===== src/rtl/ebrm_pkg.sv =====
// Package for the eight-bit register machine core: sizes, codes and shared types.
// No dependencies; used by the top level and ebrm_regfile.
`default_nettype none

package ebrm_pkg;

	localparam int DATA_BYTES = 256;
	localparam int DADDR_W    = $clog2(DATA_BYTES);
	localparam int REG_COUNT  = 16;
	localparam int REG_IDX_W  = $clog2(REG_COUNT);

	localparam logic [15:0] PC_STEP = 16'd2;

	typedef enum logic [1:0] {
		KIND_EXEC    = 2'd0,
		KIND_SET_REG = 2'd1,
		KIND_SET_MEM = 2'd2,
		KIND_GET_MEM = 2'd3
	} kind_t;

	typedef enum logic [3:0] {
		OP_ADD   = 4'd0,
		OP_SUB   = 4'd1,
		OP_MUL   = 4'd2,
		OP_INC   = 4'd3,
		OP_AND   = 4'd4,
		OP_OR    = 4'd5,
		OP_NOT   = 4'd6,
		OP_XOR   = 4'd7,
		OP_LOAD  = 4'd8,
		OP_STORE = 4'd9,
		OP_JMP   = 4'd10,
		OP_BEQZ  = 4'd11,
		OP_HALT  = 4'd15
	} op_t;

	typedef enum logic [2:0] {
		CLS_NONE  = 3'd0,
		CLS_ARITH = 3'd1,
		CLS_LOGIC = 3'd2,
		CLS_DATA  = 3'd3,
		CLS_CTRL  = 3'd4,
		CLS_HALT  = 3'd5
	} cls_t;

	// register file write port
	typedef struct packed {
		logic                 en;
		logic [REG_IDX_W-1:0] idx;
		logic [7:0]           data;
	} rf_wr_t;

endpackage

`default_nettype wire


===== src/rtl/ebrm_cmd_if.sv =====
// Command channel of the register machine core: one instruction or host access per item.
// Standalone valid/ready interface; no dependencies.
`default_nettype none

interface ebrm_cmd_if;
	logic        valid;
	logic        ready;
	logic [1:0]  opcode;
	logic [15:0] instruction_word;
	logic [7:0]  target_index;
	logic [7:0]  load_value;

	modport source (output valid, opcode, instruction_word, target_index, load_value,
		input ready);
	modport sink (input valid, opcode, instruction_word, target_index, load_value,
		output ready);
endinterface

`default_nettype wire


===== src/rtl/ebrm_rsp_if.sv =====
// Result channel of the register machine core: one result item per command item.
// Standalone valid/ready interface; no dependencies.
`default_nettype none

interface ebrm_rsp_if;
	logic        valid;
	logic        ready;
	logic [15:0] next_pc;
	logic        halted;
	logic        reg_write_valid;
	logic [3:0]  reg_write_index;
	logic [7:0]  reg_write_value;
	logic        mem_write_valid;
	logic [7:0]  mem_address;
	logic [7:0]  mem_value;
	logic [2:0]  instr_class;

	modport source (output valid, next_pc, halted, reg_write_valid, reg_write_index,
		reg_write_value, mem_write_valid, mem_address, mem_value, instr_class,
		input ready);
	modport sink (input valid, next_pc, halted, reg_write_valid, reg_write_index,
		reg_write_value, mem_write_valid, mem_address, mem_value, instr_class,
		output ready);
endinterface

`default_nettype wire


===== src/rtl/eight_bit_register_machine_core_top.sv =====
// Top level of the eight-bit register machine core: pipeline, data memory, PC and halt.
// Depends on ebrm_pkg, ebrm_cmd_if, ebrm_rsp_if and ebrm_regfile.
`default_nettype none

// Executes one 16-bit instruction, or one host register/memory access, per item and returns
// one result per item. Throughput is one item per clock unless rsp.ready back-pressure stalls
// the pipeline; an item passes register file read, execute with data memory access and the
// output register in turn. The register file and the data memory both have a registered read;
// operands are forwarded from the two most recent register writes so that dependent
// instructions can follow each other without bubbles. Register file and data memory read as
// zero after reset through per-entry valid bits, so no clearing pass is needed. Only reset
// leaves the halted state.
module eight_bit_register_machine_core_top (
	input  wire logic  clk,
	input  wire logic  arst_n,
	ebrm_cmd_if.sink   cmd,
	ebrm_rsp_if.source rsp
);

	localparam int AW = ebrm_pkg::DADDR_W;
	localparam int IW = ebrm_pkg::REG_IDX_W;

	// handshake and stage control
	logic accept;
	logic s2_rdy;
	logic adv_s1;
	logic adv_out;
	logic v_s1;
	logic v_s2;
	logic v_out_q;

	// architectural state
	logic [15:0] pc_q;
	logic        halt_q;

	// stage 1
	ebrm_pkg::kind_t kind_s1;
	logic [15:0]     word_s1;
	logic [7:0]      tgt_s1;
	logic [7:0]      val_s1;
	logic [IW-1:0]   yidx_s1;

	// operand read select at accept
	logic [IW-1:0] rd_idx_y;

	// register file
	ebrm_pkg::rf_wr_t rf_wr;
	logic [7:0]       rx_raw;
	logic [7:0]       ry_raw;

	// last register write, kept for forwarding
	logic          wb_v_q;
	logic [IW-1:0] wb_idx_q;
	logic [7:0]    wb_data_q;

	// stage 1 decode and execute
	ebrm_pkg::op_t  op;
	logic [IW-1:0]  a_idx;
	logic [IW-1:0]  b_idx;
	logic [3:0]     c_off;
	logic [7:0]     rx;
	logic [7:0]     ry;
	logic [15:0]    prod;
	logic [7:0]     ea;
	logic [15:0]    pc_inc;
	logic [15:0]    npc;
	logic           halt_n;
	logic           rw_v;
	logic [IW-1:0]  rw_i;
	logic [7:0]     rw_d;
	logic           ld;
	logic           mw_v;
	logic           mrd;
	logic [AW-1:0]  m_a;
	logic [7:0]     m_d;
	ebrm_pkg::cls_t cls;

	// stage 2
	logic           rw_v_s2;
	logic [IW-1:0]  rw_i_s2;
	logic [7:0]     rw_d_s2;
	logic           ld_s2;
	logic           mw_v_s2;
	logic           mrd_s2;
	logic [AW-1:0]  ma_s2;
	logic [7:0]     md_s2;
	ebrm_pkg::cls_t cls_s2;
	logic [15:0]    pc_s2;
	logic           halt_s2;
	logic [7:0]     dm_raw_s2;
	logic           dm_vld_s2;
	logic [7:0]     dm_rd;
	logic [7:0]     s2_rf_data;

	// data memory
	logic [7:0]                      dmem [ebrm_pkg::DATA_BYTES];
	logic [ebrm_pkg::DATA_BYTES-1:0] dvld_q;

	// output register
	logic [15:0]    pc_q_out;
	logic           halt_out_q;
	logic           rw_v_q;
	logic [IW-1:0]  rw_i_q;
	logic [7:0]     rw_d_q;
	logic           mw_v_q;
	logic [AW-1:0]  ma_q;
	logic [7:0]     md_q;
	ebrm_pkg::cls_t cls_q;

	// ---------------- handshake ----------------
	assign adv_out   = v_s2 && (!v_out_q || rsp.ready);
	assign s2_rdy    = !v_s2 || !v_out_q || rsp.ready;
	assign adv_s1    = v_s1 && s2_rdy;
	assign cmd.ready = !v_s1 || s2_rdy;
	assign accept    = cmd.valid && cmd.ready;

	always_ff @(posedge clk or negedge arst_n) begin
		if (!arst_n) begin
			v_s1    <= 1'b0;
			v_s2    <= 1'b0;
			v_out_q <= 1'b0;
		end else begin
			if (accept) begin
				v_s1 <= 1'b1;
			end else if (adv_s1) begin
				v_s1 <= 1'b0;
			end
			if (adv_s1) begin
				v_s2 <= 1'b1;
			end else if (adv_out) begin
				v_s2 <= 1'b0;
			end
			if (adv_out) begin
				v_out_q <= 1'b1;
			end else if (rsp.ready) begin
				v_out_q <= 1'b0;
			end
		end
	end

	// ---------------- accept / register read ----------------
	// second read port serves R[a] for INC, STORE, BEQZ and R[c] otherwise
	always_comb begin
		case (ebrm_pkg::op_t'(cmd.instruction_word[15:12]))
			ebrm_pkg::OP_INC, ebrm_pkg::OP_STORE, ebrm_pkg::OP_BEQZ:
				rd_idx_y = cmd.instruction_word[11:8];
			default:
				rd_idx_y = cmd.instruction_word[3:0];
		endcase
	end

	always_ff @(posedge clk) begin
		if (accept) begin
			kind_s1 <= ebrm_pkg::kind_t'(cmd.opcode);
			word_s1 <= cmd.instruction_word;
			tgt_s1  <= cmd.target_index;
			val_s1  <= cmd.load_value;
			yidx_s1 <= rd_idx_y;
		end
	end

	ebrm_regfile u_regfile (
		.clk      (clk),
		.arst_n   (arst_n),
		.rd_en    (accept),
		.rd_idx_x (cmd.instruction_word[7:4]),
		.rd_idx_y (rd_idx_y),
		.rd_x     (rx_raw),
		.rd_y     (ry_raw),
		.wr       (rf_wr)
	);

	// ---------------- stage 1: forward, execute ----------------
	assign op    = ebrm_pkg::op_t'(word_s1[15:12]);
	assign a_idx = word_s1[11:8];
	assign b_idx = word_s1[7:4];
	assign c_off = word_s1[3:0];

	assign dm_rd      = dm_vld_s2 ? dm_raw_s2 : 8'd0;
	assign s2_rf_data = ld_s2 ? dm_rd : rw_d_s2;

	// newest first: item in stage 2, then the write made at or after the read edge
	always_comb begin
		if (v_s2 && rw_v_s2 && (rw_i_s2 == b_idx)) begin
			rx = s2_rf_data;
		end else if (wb_v_q && (wb_idx_q == b_idx)) begin
			rx = wb_data_q;
		end else begin
			rx = rx_raw;
		end
		if (v_s2 && rw_v_s2 && (rw_i_s2 == yidx_s1)) begin
			ry = s2_rf_data;
		end else if (wb_v_q && (wb_idx_q == yidx_s1)) begin
			ry = wb_data_q;
		end else begin
			ry = ry_raw;
		end
	end

	assign prod   = 16'(rx) * 16'(ry);
	assign ea     = rx + {4'd0, c_off};
	assign pc_inc = pc_q + ebrm_pkg::PC_STEP;

	always_comb begin
		npc    = pc_q;
		halt_n = halt_q;
		rw_v   = 1'b0;
		rw_i   = '0;
		rw_d   = 8'd0;
		ld     = 1'b0;
		mw_v   = 1'b0;
		mrd    = 1'b0;
		m_a    = '0;
		m_d    = 8'd0;
		cls    = ebrm_pkg::CLS_NONE;
		unique case (kind_s1)
			ebrm_pkg::KIND_SET_REG: begin
				rw_v = 1'b1;
				rw_i = tgt_s1[IW-1:0];
				rw_d = val_s1;
			end
			ebrm_pkg::KIND_SET_MEM: begin
				mw_v = 1'b1;
				m_a  = AW'(tgt_s1 % ebrm_pkg::DATA_BYTES);
				m_d  = val_s1;
			end
			ebrm_pkg::KIND_GET_MEM: begin
				mrd = 1'b1;
				m_a = AW'(tgt_s1 % ebrm_pkg::DATA_BYTES);
			end
			ebrm_pkg::KIND_EXEC: begin
				if (!halt_q) begin
					npc = pc_inc;
					case (op)
						ebrm_pkg::OP_ADD: begin
							rw_v = 1'b1; rw_i = a_idx; rw_d = rx + ry;
							cls = ebrm_pkg::CLS_ARITH;
						end
						ebrm_pkg::OP_SUB: begin
							rw_v = 1'b1; rw_i = a_idx; rw_d = rx - ry;
							cls = ebrm_pkg::CLS_ARITH;
						end
						ebrm_pkg::OP_MUL: begin
							rw_v = 1'b1; rw_i = a_idx; rw_d = prod[7:0];
							cls = ebrm_pkg::CLS_ARITH;
						end
						ebrm_pkg::OP_INC: begin
							rw_v = 1'b1; rw_i = a_idx; rw_d = ry + 8'd1;
							cls = ebrm_pkg::CLS_ARITH;
						end
						ebrm_pkg::OP_AND: begin
							rw_v = 1'b1; rw_i = a_idx; rw_d = rx & ry;
							cls = ebrm_pkg::CLS_LOGIC;
						end
						ebrm_pkg::OP_OR: begin
							rw_v = 1'b1; rw_i = a_idx; rw_d = rx | ry;
							cls = ebrm_pkg::CLS_LOGIC;
						end
						ebrm_pkg::OP_NOT: begin
							rw_v = 1'b1; rw_i = a_idx; rw_d = ~rx;
							cls = ebrm_pkg::CLS_LOGIC;
						end
						ebrm_pkg::OP_XOR: begin
							rw_v = 1'b1; rw_i = a_idx; rw_d = rx ^ ry;
							cls = ebrm_pkg::CLS_LOGIC;
						end
						ebrm_pkg::OP_LOAD: begin
							rw_v = 1'b1; rw_i = a_idx; ld = 1'b1;
							mrd = 1'b1;
							m_a = AW'(ea % ebrm_pkg::DATA_BYTES);
							cls = ebrm_pkg::CLS_DATA;
						end
						ebrm_pkg::OP_STORE: begin
							mw_v = 1'b1;
							m_a  = AW'(ea % ebrm_pkg::DATA_BYTES);
							m_d  = ry;
							cls  = ebrm_pkg::CLS_DATA;
						end
						ebrm_pkg::OP_JMP: begin
							npc = pc_inc + {{7{word_s1[11]}}, word_s1[11:4], 1'b0};
							cls = ebrm_pkg::CLS_CTRL;
						end
						ebrm_pkg::OP_BEQZ: begin
							if (ry == 8'd0) begin
								npc = pc_inc + {{7{word_s1[7]}}, word_s1[7:0], 1'b0};
							end
							cls = ebrm_pkg::CLS_CTRL;
						end
						ebrm_pkg::OP_HALT: begin
							halt_n = 1'b1;
							cls    = ebrm_pkg::CLS_HALT;
						end
						default: begin
						end
					endcase
				end
			end
		endcase
	end

	always_ff @(posedge clk or negedge arst_n) begin
		if (!arst_n) begin
			pc_q   <= 16'd0;
			halt_q <= 1'b0;
			dvld_q <= '0;
		end else if (adv_s1) begin
			pc_q   <= npc;
			halt_q <= halt_n;
			if (mw_v) begin
				dvld_q[m_a] <= 1'b1;
			end
		end
	end

	// data memory: writes and reads both happen as the item leaves stage 1, in item order
	always_ff @(posedge clk) begin
		if (adv_s1) begin
			if (mw_v) begin
				dmem[m_a] <= m_d;
			end
			dm_raw_s2 <= dmem[m_a];
			dm_vld_s2 <= dvld_q[m_a];
			rw_v_s2   <= rw_v;
			rw_i_s2   <= rw_i;
			rw_d_s2   <= rw_d;
			ld_s2     <= ld;
			mw_v_s2   <= mw_v;
			mrd_s2    <= mrd;
			ma_s2     <= m_a;
			md_s2     <= m_d;
			cls_s2    <= cls;
			pc_s2     <= npc;
			halt_s2   <= halt_n;
		end
	end

	// ---------------- stage 2: register write-back, output ----------------
	assign rf_wr.en   = adv_out && rw_v_s2;
	assign rf_wr.idx  = rw_i_s2;
	assign rf_wr.data = s2_rf_data;

	always_ff @(posedge clk or negedge arst_n) begin
		if (!arst_n) begin
			wb_v_q <= 1'b0;
		end else if (rf_wr.en) begin
			wb_v_q <= 1'b1;
		end
	end

	always_ff @(posedge clk) begin
		if (rf_wr.en) begin
			wb_idx_q  <= rf_wr.idx;
			wb_data_q <= rf_wr.data;
		end
	end

	always_ff @(posedge clk) begin
		if (adv_out) begin
			pc_q_out   <= pc_s2;
			halt_out_q <= halt_s2;
			rw_v_q     <= rw_v_s2;
			rw_i_q     <= rw_i_s2;
			rw_d_q     <= rw_v_s2 ? s2_rf_data : 8'd0;
			mw_v_q     <= mw_v_s2;
			ma_q       <= ma_s2;
			md_q       <= mrd_s2 ? dm_rd : md_s2;
			cls_q      <= cls_s2;
		end
	end

	assign rsp.valid           = v_out_q;
	assign rsp.next_pc         = pc_q_out;
	assign rsp.halted          = halt_out_q;
	assign rsp.reg_write_valid = rw_v_q;
	assign rsp.reg_write_index = 4'(rw_i_q);
	assign rsp.reg_write_value = rw_d_q;
	assign rsp.mem_write_valid = mw_v_q;
	assign rsp.mem_address     = 8'(ma_q);
	assign rsp.mem_value       = md_q;
	assign rsp.instr_class     = cls_q;

endmodule

`default_nettype wire


===== src/rtl/ebrm_regfile.sv =====
// Register file: 16 x 8, two registered read ports, one write port.
// Per-entry valid bits make unwritten registers read as zero after reset. Uses ebrm_pkg.
`default_nettype none

module ebrm_regfile (
	input  wire logic                           clk,
	input  wire logic                           arst_n,
	input  wire logic                           rd_en,
	input  wire logic [ebrm_pkg::REG_IDX_W-1:0] rd_idx_x,
	input  wire logic [ebrm_pkg::REG_IDX_W-1:0] rd_idx_y,
	output logic      [7:0]                     rd_x,
	output logic      [7:0]                     rd_y,
	input  wire ebrm_pkg::rf_wr_t               wr
);

	logic [7:0]                     mem [ebrm_pkg::REG_COUNT];
	logic [ebrm_pkg::REG_COUNT-1:0] vld_q;
	logic [7:0]                     x_raw_q;
	logic [7:0]                     y_raw_q;
	logic                           x_vld_q;
	logic                           y_vld_q;

	// read returns the contents before a same-edge write
	always_ff @(posedge clk) begin
		if (wr.en) begin
			mem[wr.idx] <= wr.data;
		end
		if (rd_en) begin
			x_raw_q <= mem[rd_idx_x];
			y_raw_q <= mem[rd_idx_y];
		end
	end

	always_ff @(posedge clk or negedge arst_n) begin
		if (!arst_n) begin
			vld_q   <= '0;
			x_vld_q <= 1'b0;
			y_vld_q <= 1'b0;
		end else begin
			if (wr.en) begin
				vld_q[wr.idx] <= 1'b1;
			end
			if (rd_en) begin
				x_vld_q <= vld_q[rd_idx_x];
				y_vld_q <= vld_q[rd_idx_y];
			end
		end
	end

	assign rd_x = x_vld_q ? x_raw_q : 8'd0;
	assign rd_y = y_vld_q ? y_raw_q : 8'd0;

endmodule

`default_nettype wire

===== src/flat_wrapper.sv =====
// flat-port wrapper written by rule: the top's interface ports become plain ports
module eight_bit_register_machine_core_top_flat 
  (clk, arst_n, cmd_valid, cmd_opcode, cmd_instruction_word, cmd_target_index, cmd_load_value, cmd_ready, rsp_valid, rsp_next_pc, rsp_halted, rsp_reg_write_valid, rsp_reg_write_index, rsp_reg_write_value, rsp_mem_write_valid, rsp_mem_address, rsp_mem_value, rsp_instr_class, rsp_ready);
  ebrm_cmd_if cmd_i ();
  ebrm_rsp_if rsp_i ();
  input  wire logic clk;
  input  wire logic arst_n;
  input wire logic [$bits(cmd_i.valid)-1:0] cmd_valid;
  input wire logic [$bits(cmd_i.opcode)-1:0] cmd_opcode;
  input wire logic [$bits(cmd_i.instruction_word)-1:0] cmd_instruction_word;
  input wire logic [$bits(cmd_i.target_index)-1:0] cmd_target_index;
  input wire logic [$bits(cmd_i.load_value)-1:0] cmd_load_value;
  output wire logic [$bits(cmd_i.ready)-1:0] cmd_ready;
  output wire logic [$bits(rsp_i.valid)-1:0] rsp_valid;
  output wire logic [$bits(rsp_i.next_pc)-1:0] rsp_next_pc;
  output wire logic [$bits(rsp_i.halted)-1:0] rsp_halted;
  output wire logic [$bits(rsp_i.reg_write_valid)-1:0] rsp_reg_write_valid;
  output wire logic [$bits(rsp_i.reg_write_index)-1:0] rsp_reg_write_index;
  output wire logic [$bits(rsp_i.reg_write_value)-1:0] rsp_reg_write_value;
  output wire logic [$bits(rsp_i.mem_write_valid)-1:0] rsp_mem_write_valid;
  output wire logic [$bits(rsp_i.mem_address)-1:0] rsp_mem_address;
  output wire logic [$bits(rsp_i.mem_value)-1:0] rsp_mem_value;
  output wire logic [$bits(rsp_i.instr_class)-1:0] rsp_instr_class;
  input wire logic [$bits(rsp_i.ready)-1:0] rsp_ready;
  assign cmd_i.valid = cmd_valid;
  assign cmd_i.opcode = cmd_opcode;
  assign cmd_i.instruction_word = cmd_instruction_word;
  assign cmd_i.target_index = cmd_target_index;
  assign cmd_i.load_value = cmd_load_value;
  assign cmd_ready = cmd_i.ready;
  assign rsp_valid = rsp_i.valid;
  assign rsp_next_pc = rsp_i.next_pc;
  assign rsp_halted = rsp_i.halted;
  assign rsp_reg_write_valid = rsp_i.reg_write_valid;
  assign rsp_reg_write_index = rsp_i.reg_write_index;
  assign rsp_reg_write_value = rsp_i.reg_write_value;
  assign rsp_mem_write_valid = rsp_i.mem_write_valid;
  assign rsp_mem_address = rsp_i.mem_address;
  assign rsp_mem_value = rsp_i.mem_value;
  assign rsp_instr_class = rsp_i.instr_class;
  assign rsp_i.ready = rsp_ready;
  eight_bit_register_machine_core_top u_core (.clk(clk), .arst_n(arst_n), .cmd(cmd_i), .rsp(rsp_i));
endmodule

===== config.mk =====
export PLATFORM = sky130hd
export DESIGN_NAME = eight_bit_register_machine_core_top_flat
export DESIGN_NICKNAME = d
export VERILOG_FILES = /design/src/rtl/ebrm_pkg.sv /design/src/rtl/ebrm_cmd_if.sv /design/src/rtl/ebrm_rsp_if.sv /design/src/rtl/eight_bit_register_machine_core_top.sv /design/src/rtl/ebrm_regfile.sv /design/src/flat_wrapper.sv
export SDC_FILE = /design/constraint.sdc
export NUM_CORES = 2
export LEC_CHECK = 0
export BUFFER_PORTS_ARGS = -buffer_cell sky130_fd_sc_hd__buf_2
export CORE_MARGIN = 4
export CORE_UTILIZATION = 35
export DETAILED_ROUTE_END_ITERATION = 10
export SYNTH_ARGS = -nofsm -noshare
export SYNTH_HDL_FRONTEND = slang
export SYNTH_SLANG_ARGS = --single-unit

===== constraint.sdc =====
create_clock -name clk -period 31.9 [get_ports clk]
set_input_delay 3.19 -clock clk [delete_from_list [all_inputs] [get_ports clk]]
set_output_delay 3.19 -clock clk [all_outputs]
set_load 0.03 [all_outputs]

==> run_results.csv <==
group,metric,value,unit
clock_network,cts_setup_buffers,0,
die,fp.dieW,556.1,um
clock_network,clkSinkCount,2645,
finish,final_nets,7125,
global_routing,grt_use_met3,0.03482,
die,std_cell_rows,200,
clock_network,clk_pin_slew,60,ps
clock_network,clk_latency,930,ps
timing,holdWs,416.7,ps
logic_synthesis,synth_warnings,0,
finish,area_growth,12.96,%
finish,postLayoutCoreUtil,0.3985,
hold_path,hp-class,"flop to flop",
logic_synthesis,syn_inst,6968,
timing,rsz0062_at_grt,"no",
placed_design,dp.cells,10640,
logic_synthesis,syn_area_per_cell,15.09,um^2
clock_network,cts_tree,"yes",
worst_setup_path,reg2regPathDepth,20,
global_routing,grt.overflow.total,0,
worst_setup_path,ff2ff_setup_slack,23570,ps
worst_setup_path,critPathKind,"flop to flop",
clock_network,root_buffer,"clkbuf_16",
die,ios,90,
global_routing,first_global_vias,63500,
logic_synthesis,syn-cell-area,105200,um^2
global_routing,grt_use_total,0.1893,
die,die_h,556.1,um
logic_synthesis,ys.flop_type,"edfxtp_1",
global_routing,grt_first_pass_wirelength,441.2,mm
power,max-vdd-ir-drop,0.05446,mV
placed_design,dpl-instance-area,109800,um^2
worst_setup_path,arrival,8960,ps
placed_design,place_ws,23680,ps
logic_synthesis,ys_seq_elements,2645,
timing,worst_slew_pin_slew,1382,ps
clock_network,numCtsBuffers,288,
detailed_routing,ant_nets,0,
die,core,298000,um^2
power,power,7.969,mW
power,cellPowerDensity,67.09,nW/um^2
timing,period_share,0.2611,
detailed_routing,drt-total-wl,302.5,mm
global_routing,grtUsageMet2,0.2981,
timing,fin_worst_skew,77.83,ps
logic_synthesis,async_flop_share,0.1112,
detailed_routing,num_vias,65390,
timing,setup_viol,0,
worst_setup_path,r2r-start,"u_core.word_s1[7]",
clock_network,hold_buffers,0,
detailed_routing,drt_iter0_drc,9797,
timing,hold_violations,0,
timing,fmax,120.1,MHz
timing,period_needed,8328,ps
logic_synthesis,synth_top_area_share,0.6714,
finish,drive_gt1_frac,0.1135,
logic_synthesis,synth_fp_nets,7106,
global_routing,grt_start_max_net_pins,184,
clock_network,ctsResizeCount,0,
logic_synthesis,yosys-top-cells-area,"edfxtp_1 (67%), dfrtp_1 (7.0%), a22oi_1 (4.9%)",
hold_path,whs_path_depth,0,
placed_design,io_buffers,88,
finish,final_cells,11140,
global_routing,grt-busiest-layer,"met2",
clock_network,cts_buffer_depth,4,
detailed_routing,wl_per_cell,27.16,um
detailed_routing,first_pass_iters,10,
logic_synthesis,synth_edf_count,2351,
power,leakagePower,39.86,nW
logic_synthesis,yosysSeqAreaShare,0.7414,
global_routing,use_met1,0.2642,
status,status,"completed",
timing,setup_tns,0,ps
timing,max-slew-margin-rel,0.07090,
timing,worst_slack,23570,ps
flow_run,maxCapViolations,0,
worst_setup_path,cp-end-kind,"flop",
worst_setup_path,start_kind,"flop",
worst_setup_path,worstPathRequired,32530,ps
finish,stdcell_area,118800,um^2
hold_path,min_to,"u_core.rsp.next_pc[6]",
detailed_routing,vias_per_cell,5.871,
logic_synthesis,synthDistinctLibCells,105,
placed_design,dp_hpwl,172.1,mm
placed_design,place.gp.congestion,0.8818,
global_routing,antenna_found_initial,9,
die,initial_core_util,0.3528,
hold_path,worstHoldStart,"u_core.pc_s2[6]",
worst_setup_path,worstReg2RegEnd,"u_core.dm_raw_s2[4]",
worst_setup_path,timing.critical_path.from,"u_core.word_s1[7]",
logic_synthesis,synth_top_area_cell,"edfxtp_1",
worst_setup_path,path_max_fanout,52,
clock_network,h-tree-depth,5,
timing,finalMaxSlewViolations,0,
detailed_routing,drc,0,
die,die-area,309300,um^2
## state kept, by name, summed over array words and instances (netlist names), 8 cells and up
register,cells
u_core.tgt_s1,8
u_core.ma_s2,8
u_core.word_s1,16
u_core.u_regfile.x_raw_q,8
u_core.u_regfile.mem,128
u_core.pc_s2,15
u_core.dvld_q,256
u_core.rsp.mem_value,8
u_core.rsp.mem_address,8
u_core.wb_data_q,8
u_core.dm_raw_s2,8
u_core.rsp.next_pc,15
u_core.u_regfile.y_raw_q,8
u_core.val_s1,8
u_core.rw_d_s2,8
u_core.pc_q,15
u_core.md_s2,8
u_core.dmem,2048
u_core.u_regfile.vld_q,16
u_core.rsp.reg_write_value,8
## layout by cell type, fill, tap and decap left out, drive strengths merged, types with 14 or more instances in the layout
cell / netlist / layout
bufinv: 0 / 20
clkinv: 1 / 86
nand3: 84 / 84
o211ai: 14 / 14
clkbuf: 267 / 378
xor2: 23 / 23
nand2: 473 / 473
o21bai: 200 / 200
nor4: 135 / 135
nor2: 426 / 426
o31ai: 28 / 28
a311oi: 29 / 29
ha: 83 / 83
inv: 98 / 101
nand2b: 25 / 25
and2: 18 / 18
nand4: 15 / 15
xnor2: 48 / 48
o22ai: 45 / 45
edfxtp: 2351 / 2351
a21o: 14 / 14
nor2b: 16 / 16
a22oi: 686 / 686
a21oi: 597 / 597
nor3: 40 / 40
and3: 34 / 34
a221oi: 28 / 28
o21ai: 84 / 84
buf: 229 / 225
a21boi: 25 / 25
a222oi: 227 / 227
or2: 93 / 93
mux4: 45 / 45
dfrtp: 294 / 294
fa: 17 / 17
a31oi: 24 / 24
a22o: 21 / 21
## power breakdown
group	internal, mW	switching [mW]
clock network	1.89	1.31
logic	0.274	0.595
registers	3.85	0.0516
total	6.01	1.95
## worst max-delay path by stage
stage	end	slack, ps	cells past startpoint
after floorplan	u_core.dmem[0][1]	17450	7
after global placement	u_core.dm_raw_s2[3]	23670	20
after detailed placement	u_core.dm_raw_s2[2]	23680	20
after CTS	u_core.dm_raw_s2[2]	23680	20
after global routing	u_core.dm_raw_s2[4]	23200	18
final	u_core.dm_raw_s2[4]	23570	20
## logic make-up after synthesis
group           after synthesis  synth area share
flops                      2645            0.7414
fa+ha+maj                   100           0.01311
buf+inv                     595           0.02438
mux                          63           0.01143
xor+xnor                     74          0.006628
other cells                   1        0.00003566
simple gates               1388           0.06121
compound gates             2102            0.1418
## critical path: stages, from the launching register on
cell      delay, ps
edfxtp_1        760
xor2_2          210
or3_1           580
nor2_1          280
a21oi_1         110
mux2_2          390
inv_1           170
ha_1            230
inv_1            70
fa_1            430
xor2_1          230
o21a_1          350
nand3_4         150
buf_4           600
buf_4           800
buf_4           590
a21oi_1         100
nor4_1          490
nor2_1          100
o31ai_1        1120
nand4_1         180
## metal layers
layer,vias up,share of wire
met1,33450,0.41
li1,27690,-
met3,573,0.094
met5,-,0.00013
met4,6,0.032
met2,3671,0.46
## cell type report
cell class              count  area (um^2)
diodes                      9        22.52
clock buffers             378         7895
clock inverters           114         1050
fillers                 26840       179300
inverters                  99        374.1
multi-input cells        3728        24920
flip-flops and latches   2645        77950
well taps                3939         4928
repair buffers            225         1629
## synthesized netlist by cell type (13+ instances only)
cell type / count
a21boi_0: 22
a21o_1: 14
a21oi_1: 596
a221oi_1: 27
a222oi_1: 227
a22o_1: 21
a22oi_1: 685
a311oi_1: 28
a31oi_1: 21
and2_1: 16
and3_1: 34
buf_1: 52
buf_2: 154
buf_6: 13
clkbuf_1: 267
dfrtp_1: 294
edfxtp_1: 2351
fa_1: 17
ha_1: 83
inv_1: 93
mux4_2: 45
nand2_1: 470
nand2b_1: 25
nand3_1: 84
nand4_1: 15
nor2_1: 406
nor2_2: 20
nor2b_1: 16
nor3_1: 35
nor4_1: 133
o21a_1: 13
o21ai_0: 77
o21bai_1: 200
o22ai_1: 45
o31ai_1: 26
or2_1: 41
or2_2: 52
xnor2_1: 48
xor2_1: 22
(Power assumes the default switching activity.)
